==> src/sv/cis_pkg.sv <==
// Shared types, codes and constants of the copper instruction step block.
// Used by every module in this folder; depends on nothing else.
package cis_pkg;

  localparam int SLOT_CYCLES_DEF      = 1;
  localparam int LINE_START_SLOTS_DEF = 16;

  localparam int CYC_W     = 22;
  localparam int NOW_W     = 20;
  localparam int LEN_W     = 11;
  localparam int DIV_STEP  = 4;
  localparam int DIV_ITERS = (CYC_W + DIV_STEP - 1) / DIV_STEP;
  localparam int DVD_W     = DIV_ITERS * DIV_STEP;
  localparam int CNT_W     = $clog2(DIV_ITERS);

  localparam logic [2:0] OC_END     = 3'd0;
  localparam logic [2:0] OC_MOVE    = 3'd1;
  localparam logic [2:0] OC_REFUSED = 3'd2;
  localparam logic [2:0] OC_WAIT    = 3'd3;
  localparam logic [2:0] OC_BLIT    = 3'd4;
  localparam logic [2:0] OC_SKIP    = 3'd5;

  localparam logic [1:0] STEP_REPEAT = 2'd0;
  localparam logic [1:0] STEP_NEXT   = 2'd1;
  localparam logic [1:0] STEP_SKIP   = 2'd2;

  localparam logic [2:0] ADDR_CIL    = 3'd0;
  localparam logic [2:0] ADDR_DANGER = 3'd4;

  typedef struct packed {
    logic [2:0]       outcome;
    logic             we;
    logic [8:0]       addr;
    logic [15:0]      data;
    logic [1:0]       step;
    logic             nvalid;
    logic [8:0]       y;
    logic [CYC_W-1:0] add;
    logic             np;
    logic [NOW_W-1:0] now;
  } job_t;

  function automatic logic [4:0] move_delay(input logic [3:0] code);
    logic [4:0] d;
    begin
      case (code)
        4'd5:    d = 5'd5;
        4'd6:    d = 5'd6;
        4'd11:   d = 5'd8;
        4'd12:   d = 5'd16;
        default: d = 5'd4;
      endcase
      return d;
    end
  endfunction

endpackage

==> src/sv/cis_front.sv <==
// Front end: classifies one instruction and prepares its schedule terms.
// Depends on cis_pkg.
module cis_front #(
  parameter int SLOT_CYCLES      = cis_pkg::SLOT_CYCLES_DEF,
  parameter int LINE_START_SLOTS = cis_pkg::LINE_START_SLOTS_DEF
) (
  input  logic [15:0] first_word,
  input  logic [15:0] second_word,
  input  logic [8:0]  raster_line,
  input  logic [7:0]  line_slot,
  input  logic [19:0] frame_cycle,
  input  logic [3:0]  bitplane_depth_code,
  input  logic        blitter_busy,
  input  logic [19:0] blitter_end_cycle,
  input  logic        danger,
  output cis_pkg::job_t job
);

  localparam int W = cis_pkg::CYC_W;
  localparam logic [W-1:0] S4  = W'(4 * SLOT_CYCLES);
  localparam logic [W-1:0] SC  = W'(SLOT_CYCLES);
  localparam logic [W-1:0] LS4 = W'(LINE_START_SLOTS + 4);

  logic [15:0] fwm, swm, inv;
  logic [7:0]  wv, my, lo, hslot, x_rw, hinv, x_eq;
  logic [8:0]  a;
  logic        late, permit;
  logic [W-1:0] now4;

  always_comb begin
    fwm   = {first_word[15:1], 1'b0};
    swm   = second_word | 16'h8000;
    inv   = ~swm;
    wv    = fwm[15:8];
    my    = raster_line[7:0] & swm[15:8];
    lo    = (raster_line[7:0] & inv[15:8]) | wv;
    hslot = line_slot & swm[7:0];
    x_rw  = fwm[7:0] | (line_slot & inv[7:0] & 8'hFE);
    hinv  = inv[7:0] & 8'hFE;
    x_eq  = fwm[7:0] | ((hinv < line_slot) ? (hinv & line_slot) : 8'h00);
    late  = (raster_line != 9'd255) || (wv > 8'h40);
    a     = {first_word[8:1], 1'b0};
    permit = (a >= 9'h080) || ((a >= 9'h040) && danger);
    now4  = W'(frame_cycle) + S4;

    job = '0;
    job.step = cis_pkg::STEP_NEXT;
    job.now  = frame_cycle;

    if (first_word == 16'hFFFF && second_word == 16'hFFFE) begin
      job.outcome = cis_pkg::OC_END;
    end else if (!first_word[0]) begin
      if (permit) begin
        job.outcome = cis_pkg::OC_MOVE;
        job.we      = 1'b1;
        job.addr    = a;
        job.data    = second_word;
        job.nvalid  = 1'b1;
        job.add     = W'(frame_cycle) + W'(bitplane_depth_code == 4'd0 ?
                      cis_pkg::move_delay(4'd0) : cis_pkg::move_delay(bitplane_depth_code))
                      * SC;
      end else begin
        job.outcome = cis_pkg::OC_REFUSED;
      end
    end else if (!second_word[15] && blitter_busy) begin
      job.outcome = cis_pkg::OC_BLIT;
      job.step    = cis_pkg::STEP_REPEAT;
      job.nvalid  = 1'b1;
      job.add     = W'(blitter_end_cycle) + S4;
      job.np      = 1'b1;
    end else if (!second_word[0]) begin
      job.outcome = cis_pkg::OC_WAIT;
      job.nvalid  = 1'b1;
      if (my > wv) begin
        if (late) begin
          job.add = now4;
        end else begin
          job.y   = {1'b1, lo};
          job.add = (W'(x_rw) + W'(4)) * SC;
          job.np  = 1'b1;
        end
      end else if (my < wv) begin
        job.y   = {raster_line[8], lo};
        job.add = (W'(fwm[7:0]) + LS4) * SC;
        job.np  = 1'b1;
      end else if (hslot < fwm[7:0]) begin
        job.y   = {raster_line[8], lo};
        job.add = (W'(x_eq) + LS4) * SC;
        job.np  = 1'b1;
      end else if (late) begin
        job.add = now4;
      end else begin
        job.y   = {1'b1, lo};
        job.add = (W'(x_rw) + W'(4)) * SC;
        job.np  = 1'b1;
      end
    end else begin
      job.outcome = cis_pkg::OC_SKIP;
      job.nvalid  = 1'b1;
      job.add     = now4;
      if (my > wv || (my == wv && hslot >= fwm[7:0])) begin
        job.step = cis_pkg::STEP_SKIP;
      end
    end
  end

endmodule

==> src/sv/cis_queue.sv <==
// Two-entry queue of decoded instructions between the front and back end.
// Depends on cis_pkg.
module cis_queue (
  input  logic          clk,
  input  logic          rst,
  input  logic          push,
  input  cis_pkg::job_t wdata,
  output logic          full,
  input  logic          pop,
  output logic          not_empty,
  output cis_pkg::job_t rdata
);

  cis_pkg::job_t mem [2];
  logic       wptr, rptr;
  logic [1:0] count;

  assign full      = (count == 2'd2);
  assign not_empty = (count != 2'd0);
  assign rdata     = mem[rptr];

  always_ff @(posedge clk) begin
    if (push) begin
      mem[wptr] <= wdata;
    end
  end

  always_ff @(posedge clk) begin
    if (rst) begin
      wptr  <= 1'b0;
      rptr  <= 1'b0;
      count <= 2'd0;
    end else begin
      if (push) begin
        wptr <= ~wptr;
      end
      if (pop) begin
        rptr <= ~rptr;
      end
      count <= count + 2'(push) - 2'(pop);
    end
  end

endmodule

==> src/sv/cis_back.sv <==
// Back end: multiplies out the line base, applies the not-past rule, finds the
// slot in the line with an iterative remainder unit, and holds the result.
// Depends on cis_pkg.
module cis_back #(
  parameter int SLOT_CYCLES = cis_pkg::SLOT_CYCLES_DEF
) (
  input  logic          clk,
  input  logic          rst,
  input  logic [10:0]   len,
  input  logic          q_valid,
  input  cis_pkg::job_t job,
  output logic          q_pop,
  output logic          out_valid,
  input  logic          out_ready,
  output logic [2:0]    outcome,
  output logic          write_enable,
  output logic [8:0]    reg_address,
  output logic [15:0]   reg_data,
  output logic [1:0]    pc_step,
  output logic          next_valid,
  output logic [19:0]   next_cycle
);

  localparam int W  = cis_pkg::CYC_W;
  localparam int DW = cis_pkg::DVD_W;
  localparam logic [W-1:0] S4 = W'(4 * SLOT_CYCLES);
  localparam logic [W-1:0] S2 = W'(2 * SLOT_CYCLES);
  localparam logic [10:0] E2_LO = 11'(226 * SLOT_CYCLES);
  localparam logic [10:0] E2_HI = 11'(227 * SLOT_CYCLES - 1);

  localparam logic [1:0] S_IDLE = 2'd0;
  localparam logic [1:0] S_ADD  = 2'd1;
  localparam logic [1:0] S_DIV  = 2'd2;
  localparam logic [1:0] S_FIN  = 2'd3;

  logic [1:0]              state;
  cis_pkg::job_t           jr;
  logic [19:0]             prod;
  logic [W-1:0]            cyc;
  logic [DW-1:0]           dvd, dvd_next;
  logic [10:0]             rem, rem_next;
  logic [cis_pkg::CNT_W-1:0] cnt;
  logic [W-1:0]            sum, now4, cyc_next, ncyc;
  logic [11:0]             t;
  logic                    hit, load;

  assign q_pop = (state == S_IDLE) && q_valid;
  assign load  = (state == S_FIN) && (!out_valid || out_ready);

  always_comb begin
    sum      = W'(prod) + jr.add;
    now4     = W'(jr.now) + S4;
    cyc_next = (jr.np && sum <= W'(jr.now)) ? now4 : sum;
    rem_next = rem;
    dvd_next = dvd;
    t        = '0;
    for (int i = 0; i < cis_pkg::DIV_STEP; i++) begin
      t        = {rem_next, dvd_next[DW-1]};
      dvd_next = {dvd_next[DW-2:0], 1'b0};
      if (t >= {1'b0, len}) begin
        t = t - {1'b0, len};
      end
      rem_next = t[10:0];
    end
    hit  = (rem >= E2_LO) && (rem <= E2_HI);
    ncyc = cyc + (hit ? S2 : '0);
  end

  always_ff @(posedge clk) begin
    if (rst) begin
      state     <= S_IDLE;
      out_valid <= 1'b0;
    end else begin
      unique case (state)
        S_IDLE: if (q_valid) state <= S_ADD;
        S_ADD:  state <= S_DIV;
        S_DIV:  if (cnt == cis_pkg::CNT_W'(cis_pkg::DIV_ITERS - 1)) state <= S_FIN;
        S_FIN:  if (load) state <= S_IDLE;
        default: state <= S_IDLE;
      endcase
      if (load) begin
        out_valid <= 1'b1;
      end else if (out_ready) begin
        out_valid <= 1'b0;
      end
    end
  end

  always_ff @(posedge clk) begin
    if (q_pop) begin
      jr   <= job;
      prod <= 20'(job.y) * 20'(len);
    end
    if (state == S_ADD) begin
      cyc <= cyc_next;
      dvd <= DW'(cyc_next);
      rem <= '0;
      cnt <= '0;
    end
    if (state == S_DIV) begin
      dvd <= dvd_next;
      rem <= rem_next;
      cnt <= cnt + 1'b1;
    end
    if (load) begin
      outcome      <= jr.outcome;
      write_enable <= jr.we;
      reg_address  <= jr.addr;
      reg_data     <= jr.data;
      pc_step      <= jr.step;
      next_valid   <= jr.nvalid;
      next_cycle   <= jr.nvalid ? ncyc[19:0] : 20'd0;
    end
  end

  a_halt_zero: assert property (@(posedge clk) disable iff (rst)
    out_valid && !next_valid |-> next_cycle == 20'd0)
    else $error("halted transaction carries a next cycle");

  a_div_count: assert property (@(posedge clk) disable iff (rst)
    state == S_DIV |-> cnt < cis_pkg::CNT_W'(cis_pkg::DIV_ITERS))
    else $error("remainder unit ran past its iteration count");

  a_write_move: assert property (@(posedge clk) disable iff (rst)
    out_valid && write_enable |-> outcome == cis_pkg::OC_MOVE)
    else $error("register write issued by a non-move transaction");

  a_pop_idle: assert property (@(posedge clk) disable iff (rst)
    q_pop |=> state == S_ADD)
    else $error("popped job did not enter the add stage");

endmodule

==> src/sv/copper_instruction_step.sv <==
// Top level of the copper instruction step block: configuration registers,
// front decoder, job queue and back end. Depends on cis_pkg and cis_* modules.
//
//   channel | signals                          | direction
//   in      | in_valid, in_ready, 8 fields     | item into the block
//   out     | out_valid, out_ready, 7 fields   | result out of the block
//   cfg     | psel/penable/pwrite/paddr/pwdata | register writes and reads
//
// A transaction passes through the back end as one multiply, one add and
// compare, the 4-bit-per-cycle remainder unit and one output load; the back
// end takes the next transaction from the queue only after that load.
// Input is taken while the two-entry queue has room; a held output stalls the
// back end. Reset is synchronous, clears control state, sets config defaults.
module copper_instruction_step #(
  parameter int SLOT_CYCLES      = cis_pkg::SLOT_CYCLES_DEF,
  parameter int LINE_START_SLOTS = cis_pkg::LINE_START_SLOTS_DEF
) (
  input  logic        clk,
  input  logic        rst,
  input  logic        psel,
  input  logic        penable,
  input  logic        pwrite,
  input  logic [2:0]  paddr,
  input  logic [31:0] pwdata,
  output logic [31:0] prdata,
  output logic        pready,
  input  logic        in_valid,
  output logic        in_ready,
  input  logic [15:0] first_word,
  input  logic [15:0] second_word,
  input  logic [8:0]  raster_line,
  input  logic [7:0]  line_slot,
  input  logic [19:0] frame_cycle,
  input  logic [3:0]  bitplane_depth_code,
  input  logic        blitter_busy,
  input  logic [19:0] blitter_end_cycle,
  output logic        out_valid,
  input  logic        out_ready,
  output logic [2:0]  outcome,
  output logic        write_enable,
  output logic [8:0]  reg_address,
  output logic [15:0] reg_data,
  output logic [1:0]  pc_step,
  output logic        next_valid,
  output logic [19:0] next_cycle
);

  logic [10:0]   cycles_in_line;
  logic          danger_enable;
  logic [10:0]   len;
  cis_pkg::job_t job_in, job_out;
  logic          full, not_empty, pop;

  assign pready = 1'b1;
  assign len    = (cycles_in_line == 11'd0) ? 11'd1 : cycles_in_line;

  always_ff @(posedge clk) begin
    if (rst) begin
      cycles_in_line <= 11'd227;
      danger_enable  <= 1'b0;
    end else if (psel && penable && pwrite) begin
      case (paddr)
        cis_pkg::ADDR_CIL:    cycles_in_line <= pwdata[10:0];
        cis_pkg::ADDR_DANGER: danger_enable  <= pwdata[0];
        default: ;
      endcase
    end
  end

  always_comb begin
    case (paddr)
      cis_pkg::ADDR_CIL:    prdata = {21'd0, cycles_in_line};
      cis_pkg::ADDR_DANGER: prdata = {31'd0, danger_enable};
      default:              prdata = 32'd0;
    endcase
  end

  assign in_ready = !full;

  cis_front #(
    .SLOT_CYCLES      (SLOT_CYCLES),
    .LINE_START_SLOTS (LINE_START_SLOTS)
  ) u_front (
    .first_word          (first_word),
    .second_word         (second_word),
    .raster_line         (raster_line),
    .line_slot           (line_slot),
    .frame_cycle         (frame_cycle),
    .bitplane_depth_code (bitplane_depth_code),
    .blitter_busy        (blitter_busy),
    .blitter_end_cycle   (blitter_end_cycle),
    .danger              (danger_enable),
    .job                 (job_in)
  );

  cis_queue u_queue (
    .clk       (clk),
    .rst       (rst),
    .push      (in_valid && !full),
    .wdata     (job_in),
    .full      (full),
    .pop       (pop),
    .not_empty (not_empty),
    .rdata     (job_out)
  );

  cis_back #(
    .SLOT_CYCLES (SLOT_CYCLES)
  ) u_back (
    .clk          (clk),
    .rst          (rst),
    .len          (len),
    .q_valid      (not_empty),
    .job          (job_out),
    .q_pop        (pop),
    .out_valid    (out_valid),
    .out_ready    (out_ready),
    .outcome      (outcome),
    .write_enable (write_enable),
    .reg_address  (reg_address),
    .reg_data     (reg_data),
    .pc_step      (pc_step),
    .next_valid   (next_valid),
    .next_cycle   (next_cycle)
  );

endmodule
==> config.mk <==
export PLATFORM = sky130hd
export DESIGN_NAME = copper_instruction_step
export DESIGN_NICKNAME = d
export VERILOG_FILES = /design/src/sv/cis_pkg.sv /design/src/sv/cis_front.sv /design/src/sv/cis_queue.sv /design/src/sv/cis_back.sv /design/src/sv/copper_instruction_step.sv
export SDC_FILE = /design/constraint.sdc
export NUM_CORES = 1
export LEC_CHECK = 0
export BUFFER_PORTS_ARGS = -buffer_cell sky130_fd_sc_hd__clkbuf_2
export CAP_MARGIN = 20
export CORE_UTILIZATION = 60
export CTS_BUF_LIST = sky130_fd_sc_hd__clkbuf_8
export DETAILED_ROUTE_END_ITERATION = 10
export GPL_ROUTABILITY_DRIVEN = 0
export GPL_TIMING_DRIVEN = 0
export PLACE_DENSITY = 0.8
export SETUP_SLACK_MARGIN = 0.5
export SYNTH_ARGS = -nofsm -noshare
export SYNTH_HDL_FRONTEND = slang
export SYNTH_SLANG_ARGS = --single-unit
export TNS_END_PERCENT = 100
==> constraint.sdc <==
create_clock -name clk -period 12.9 [get_ports clk]
set_clock_uncertainty 0.05 [all_clocks]
set_input_delay 1.29 -clock clk [delete_from_list [all_inputs] [get_ports clk]]
set_output_delay 1.29 -clock clk [all_outputs]
set_load 0.01 [all_outputs]
After elaboration in Yosys (flattened, before gate mapping)
Memory sizes are Yosys's and may differ from the RTL's. A register that Yosys moved wholly into a read port is not among the register bits.
Cells that the tools add are included.
{"block": "totals", "ramBits": 168, "register_bits": 224, "word_cells": 177, "output_inout_bits": 87, "memories": 1, "input_bits": 136}
{"name": "u_queue.mem", "depth": 2, "width": 84, "rd": 1, "rd_ports_with_merged_regs": 1, "wr": 1, "line": "cis_queue.sv:14", "text": "cis_pkg::job_t mem [2];"}
{"block": "classes", "eq_ne": 17, "muxes": 59, "mul": 1, "reduce_logical": 28, "add_sub_neg": 16, "n_lt_le_gt_ge": 15, "n_bitwise": 11}
{"cell": "22-bit 2-to-1 mux", "n": 5}
{"cell": "32-bit 2-to-1 mux", "n": 3}
{"cell": "11-bit 2-to-1 mux", "n": 7}
{"cell": "20-bit by 3-bit adder with 21-bit output, second input constant", "n": 3}
{"cell": "61-bit 2-to-1 mux", "n": 1}
{"cell": "26-bit 2-to-1 mux", "n": 2}
{"cell": "12-bit by 11-bit greater-or-equal comparator with 1-bit output", "n": 4}
{"cell": "24-bit 2-to-1 mux", "n": 2}
{"cell": "20-bit by 22-bit adder with 22-bit output", "n": 2}
{"cell": "11-bit subtractor", "n": 4}
{"cell": "8-bit bitwise AND", "n": 5}
{"cell": "9-bit 2-to-1 mux", "n": 4}
{"cell": "16-bit equality test, second input constant", "n": 2}
{"cell": "8-bit less-than comparator", "n": 3}
{"cell": "8-bit bitwise OR", "n": 3}
{"cell": "23-bit 2-to-1 mux", "n": 1}
{"cell": "22-bit by 20-bit less-or-equal comparator with 1-bit output", "n": 1}
{"cell": "11-bit case mux with 2 select lines", "n": 1}
{"cell": "3-bit 2-to-1 mux", "n": 7}
{"cell": "20-bit by 2-bit adder with 20-bit output", "n": 1}
{"cell": "9-bit by 11-bit multiplier with 20-bit output", "n": 1}
{"cell": "5-bit 2-to-1 mux", "n": 4}
{"cell": "5-bit case mux with 4 select lines", "n": 1}
{"cell": "8-bit by 5-bit adder with 9-bit output, second input constant", "n": 2}
{"cell": "other kinds (35)", "n": 78}

Logic depth before layout (Yosys ltp)
{"block": "depth", "ltp_word": 12, "depth_mapped": 43, "ltp_nobuf": 41}

Cells and area by module
A second synthesis with hierarchy kept.
{"block": "hier_totals", "hier_cells": 2291, "area_unflattened_um2": 25754.7}
{"mod": "cis_back", "area_each_um2": 14780.4, "instances": 1, "cells_each": 1342, "seq_area_each_um2": 6175.9}
{"mod": "cis_queue", "area_each_um2": 6523.8, "instances": 1, "cells_each": 282, "seq_area_each_um2": 5144.9}
{"mod": "cis_front", "area_each_um2": 3570.9, "instances": 1, "cells_each": 560, "seq_area_each_um2": 0.0}
{"mod": "copper_instruction_step", "area_each_um2": 879.6, "instances": 1, "cells_each": 107, "seq_area_each_um2": 240.2}

Least setup slack after synthesis
No wires, ideal clock.
{"block": "synth_path", "path_kind": "register to register", "startpoint": "register cycles_in_line[7]", "endpoint": "register u_back.rem[1] (data pin)", "path_buffers": 3, "setup_slack_ns": 3.510, "t_arrival_ns": 9.079, "required_time_ns": 12.590, "path_stages_with_launch": 42, "cell_sequence": "dfxtp_1 clkbuf_1 inv_1 a41oi_1 inv_1 ha_1 fa_1 nor2b_4 o311ai_4 a221oi_4 a211oi_2 nand2_2 nor2_1 a21oi_1 ha_1 nor2b_1 o31a_1 o211ai_1 [6 not listed] a21oi_1 o31ai_1 a21oi_1 a211oi_1 o2111a_2 buf_2 nor4_1 or2_1 ha_1 a21o_1 a21oi_1 nor2_1 o31ai_1 a21oi_1 or3_1 a31o_2 nor2_8 mux2_4"}
{"block": "synth_between", "elab_chain_len": 11, "word_cells_on_any_way": 15, "classes_between": "add/sub (4); order compare (4); mux (6); reduce/logical (1)"}
{"element": "start, declared", "line": "copper_instruction_step.sv:48", "text": "logic [10:0] cycles_in_line;"}
{"element": "start signal, assigned", "line": "copper_instruction_step.sv:63", "text": "cis_pkg::ADDR_CIL: cycles_in_line <= pwdata[10:0];"}
{"element": "11-bit logical NOT", "line": "copper_instruction_step.sv:55", "text": "assign len = (cycles_in_line == 11'd0) ? 11'd1 : cycles_in_line;"}
{"element": "11-bit 2-to-1 mux *", "line": "copper_instruction_step.sv:55"}
{"element": "11-bit subtractor or 12-bit by 11-bit greater-or-equal comparator with 1-bit output (tied branches)", "line": "cis_back.sv:61, cis_back.sv:60"}
{"element": "11-bit 2-to-1 mux", "line": "cis_back.sv:60", "text": "if (t >= {1'b0, len}) begin"}
{"element": "11-bit subtractor or 12-bit by 11-bit greater-or-equal comparator with 1-bit output (tied branches)", "line": "cis_back.sv:61, cis_back.sv:60"}
{"element": "11-bit 2-to-1 mux", "line": "cis_back.sv:60"}
{"element": "12-bit by 11-bit greater-or-equal comparator with 1-bit output or 11-bit subtractor (tied branches)", "line": "cis_back.sv:60, cis_back.sv:61"}
{"element": "11-bit 2-to-1 mux", "line": "cis_back.sv:60"}
{"element": "11-bit subtractor or 12-bit by 11-bit greater-or-equal comparator with 1-bit output (tied branches)", "line": "cis_back.sv:61, cis_back.sv:60"}
{"element": "11-bit 2-to-1 mux *", "line": "cis_back.sv:60"}
{"element": "11-bit 2-to-1 mux *", "line": "cis_back.sv:100", "text": "if (state == S_DIV) begin"}
{"element": "end signal, assigned", "line": "cis_back.sv:102", "text": "rem <= rem_next;"}
{"element": "end, declared", "line": "cis_back.sv:41", "text": "logic [10:0] rem, rem_next;"}
Mark *: on every way between the ends. The rest lies on a longest branch, timed or not.
A chain may end at the register's enable or synchronous reset.

Final worst setup path
{"block": "layout_path", "startpoint": "register cycles_in_line[7]", "endpoint": "register u_back.rem[4] (data pin)"}
{"block": "layout_between", "elab_chain_len": 11, "word_cells_on_any_way": 15, "classes_between": "add/sub (4); order compare (4); mux (6); reduce/logical (1)"}
{"element": "11-bit logical NOT", "line": "copper_instruction_step.sv:55"}
{"element": "11-bit 2-to-1 mux *", "line": "copper_instruction_step.sv:55"}
{"element": "11-bit subtractor or 12-bit by 11-bit greater-or-equal comparator with 1-bit output (tied branches)", "line": "cis_back.sv:61, cis_back.sv:60"}
{"element": "11-bit 2-to-1 mux", "line": "cis_back.sv:60"}
{"element": "11-bit subtractor or 12-bit by 11-bit greater-or-equal comparator with 1-bit output (tied branches)", "line": "cis_back.sv:61, cis_back.sv:60"}
{"element": "11-bit 2-to-1 mux", "line": "cis_back.sv:60"}
{"element": "11-bit subtractor or 12-bit by 11-bit greater-or-equal comparator with 1-bit output (tied branches)", "line": "cis_back.sv:61, cis_back.sv:60"}
{"element": "11-bit 2-to-1 mux", "line": "cis_back.sv:60"}
{"element": "11-bit subtractor or 12-bit by 11-bit greater-or-equal comparator with 1-bit output (tied branches)", "line": "cis_back.sv:61, cis_back.sv:60"}
{"element": "11-bit 2-to-1 mux *", "line": "cis_back.sv:60"}
{"element": "11-bit 2-to-1 mux *", "line": "cis_back.sv:100"}
Marked as above.

==> flow_summary.yaml <==
run_status:
  status: "complete, but fails checks"
  violations: "design-rule violations"
sta:
  slew_viol_final: 0
  slew-limit-headroom_pct: 37.2
  period_minus_slack_ps: 11770
  setup_viol: 0
  max_slew.worst_pin.slew_ps: 933
  fin_tns_setup_ps: 0
  timing.fmax_mhz: 85.0
  whs_ps: 354
  hold_viol: 0
  rsz0062_at_grt: "false"
  finalCritPeriodShare_pct: 91.2
layout:
  nets: 2921
  drive_gt1_share_pct: 16.5
  stdcell_count: 3120
  syn_to_final_growth_pct: 12.4
  design_area_mm2: 0.0280
detailed_routing:
  drc: 4
  wire_per_inst_um: 19.8
  via_count: 18979
  drt_pre_antenna_iters: 11
  first_iter_violations: 1883
  routed_wl_mm: 61.9
  viasPerCell: 6.08
  final_antenna_net_count: 0
setup_path:
  cp_num_buf_inv: 5
  critPathArrivalTime_ps: 12150
  cpLargestDelayFamily: "compound AO/OA/AOI/OAI gates"
  worstSetupStartpointType: "flip-flop"
  rr_startpoint: "cycles_in_line[7]$_SDFFE_PP1P_"
  required_ps: 13290
  crit_path_max_fanout: 10
  critical_path_class: "flip-flop to flip-flop"
  slowest_delay_ps: 560
  crit_start: "cycles_in_line[7]$_SDFFE_PP1P_"
  endpoint_kind: "flip-flop"
  slowest_stage: "a41oi_2"
  cpMostUsedCell: "a21oi_1"
clock_tree:
  cts_tree: "done"
  htreeDepth: 2
  clockBufferDepth: 3
  cts_sinks: 386
  ctsHoldBuffers: 0
  clkSlewWorstSetupHoldPaths_ps: 80
  cts_setup_buffers: 0
  cts_root_buf: "clkbuf_8"
  cts_inserted_buffers: 61
  insertion_delay_ps: 690
logic_synthesis:
  synthDistinctLibCells: 95
  yosysMostFrequentCell: "edfxtp_1"
  synth_ff_type: "edfxtp_1"
  syn-cell-area_mm2: 0.0249
  ys_warn_count: 0
  synth_top_area_share_pct: 43.6
  synth_top_cell_by_area: "edfxtp_1"
  synth-seq-cells: 386
  synthCells: 2264
  synth_area_per_cell_um2: 11.0
  synth_edf_count: 362
  seq_area_frac_synth_pct: 45.5
  synthArstFlopShare_pct: 0
  synth.area.top_cells: "edfxtp_1 (44%), ha_1 (9.1%), fa_1 (5.6%), mux2_2 (4.0%), xnor2_1 (3.8%)"
  synthTopCellsByCount: "edfxtp_1 (362), ha_1 (182), inv_1 (175), nor2_1 (175), nand2_1 (174)"
worst_hold_path:
  worstHoldPathType: "flip-flop to flip-flop"
  worstHoldStart: "u_back.jr[56]$_DFFE_PP_"
global_routing:
  grt.total_usage_pct: 29.6
  grt_max_degree: 61
  grt_pass1_wl_mm: 96.4
  grt.overflow.total: 0
  antenna_found_initial: 3
  grt_pass1_vias: 18612
flow_run:
  drv_cap: 0
floorplanning:
  die_area_mm2: 0.0424
  die_h_um: 206
  boundaryPins: 223
  fp.dieW_um: 206
  std_cell_rows: 74
  start_util_pct: 61.0
  core_area_mm2: 0.0409
placed_design:
  dp.cells: 3002
  port_buffers: 176
  placed_area_mm2: 0.0268
  hpwl_mm: 47.4
[metal layers]
| layer | vias up | global-route usage, % | share of wire [%] |
|---|---|---|---|
| met5 | - | 0 | 0 |
| met3 | 252 | 5.31 | 9.3 |
| met1 | 9032 | 39.6 | 40 |
| met2 | 1002 | 46.4 | 45 |
| li1 | 8693 | - | - |
| met4 | 0 | 15.4 | 5.5 |
[through the flow]
stage | setup WS [ps] | util (%)
after global routing | 593 | 68.5
final | 1130 | 68.5
after floorplan | 3510 | -
after global placement | 1200 | 64.9
after detailed placement | 1040 | 65.5
after CTS | 995 | 68.5
[final timing paths]
path,to,slack [ps],cells after the start
setup / recovery,u_back.rem[4]$_SDFFCE_PN0P_,1130,41
hold / removal,u_back.reg_data[1]$_DFFE_PP_,350,0
hold reg to reg,u_back.reg_data[1]$_DFFE_PP_,350,0
setup reg to reg,u_back.rem[4]$_SDFFCE_PN0P_,1130,41
[sequential cells by signal (all words and copies together) (netlist names), 16 cells and up, named ones only]
| signal | flops |
|---|---|
| u_back.cyc | 20 |
| u_back.jr | 73 |
| u_back.prod | 20 |
| u_back.reg_data | 16 |
| u_back.next_cycle | 20 |
| u_back.dvd | 24 |
| u_queue.mem | 164 |
[what timing repair did]
item | in CTS | in global routing
hold endpoints to repair | 0 | 0
setup endpoints to repair | 0 | 11
gates resized for setup | 0 | 1
[layout make-up]
type | count | area (um2)
inverters | 175 | 657
plain buffers | 92 | 443
diodes | 4 | 10.0
clock buffers | 61 | 840
clock inverters | 53 | 372
repair buffers | 185 | 1090
well taps | 532 | 666
multi-input cells | 1632 | 12600
flip-flops and latches | 386 | 11400
fillers | 2993 | 12900
[kinds of logic (layout without fill, tap and decap cells)]
group	after synthesis	count (layout)	synth area share, %
muxes	119	119	5.35
buffers and inverters	267	566	4.41
AOI/OAI and AO/OA	377	377	10.5
xor gates and xnor gates	146	146	5.13
DFF	386	386	45.5
and+or+nand+nor	715	715	14.3
adders and majority gates	252	252	14.7
other	2	27	0.0301
[layout by cell type (no fill, tap or decap), types with 11 or more instances in the layout]
| cell | instances |
|---|---|
| ha_1 | 182 |
| nor2_1 | 174 |
| a31oi_1 | 12 |
| nor2b_1 | 27 |
| inv_1 | 192 |
| a21o_1 | 23 |
| nor3_1 | 37 |
| xor2_1 | 38 |
| edfxtp_1 | 362 |
| and3_1 | 15 |
| o22ai_1 | 20 |
| or3_1 | 19 |
| nand3_1 | 57 |
| clkbuf_1 | 60 |
| and2_1 | 87 |
| dfxtp_1 | 24 |
| a211o_1 | 12 |
| clkbuf_2 | 176 |
| fa_1 | 70 |
| mux2i_1 | 11 |
| clkinv_1 | 13 |
| nand4_1 | 39 |
| clkinv_2 | 11 |
| mux2_1 | 18 |
| o21a_1 | 15 |
| nor4_1 | 16 |
| o21ai_0 | 53 |
| o21ai_1 | 15 |
| buf_4 | 25 |
| clkbuf_8 | 61 |
| nand2_1 | 174 |
| mux2_2 | 88 |
| a211oi_1 | 17 |
| a21oi_1 | 85 |
| a31o_1 | 17 |
| nand2b_1 | 19 |
| xnor2_1 | 108 |
| conb_1 | 23 |
Power is left out: the tool's default activity adds up to more than one toggle a clock period on the data nets, which glitch-free logic cannot reach.
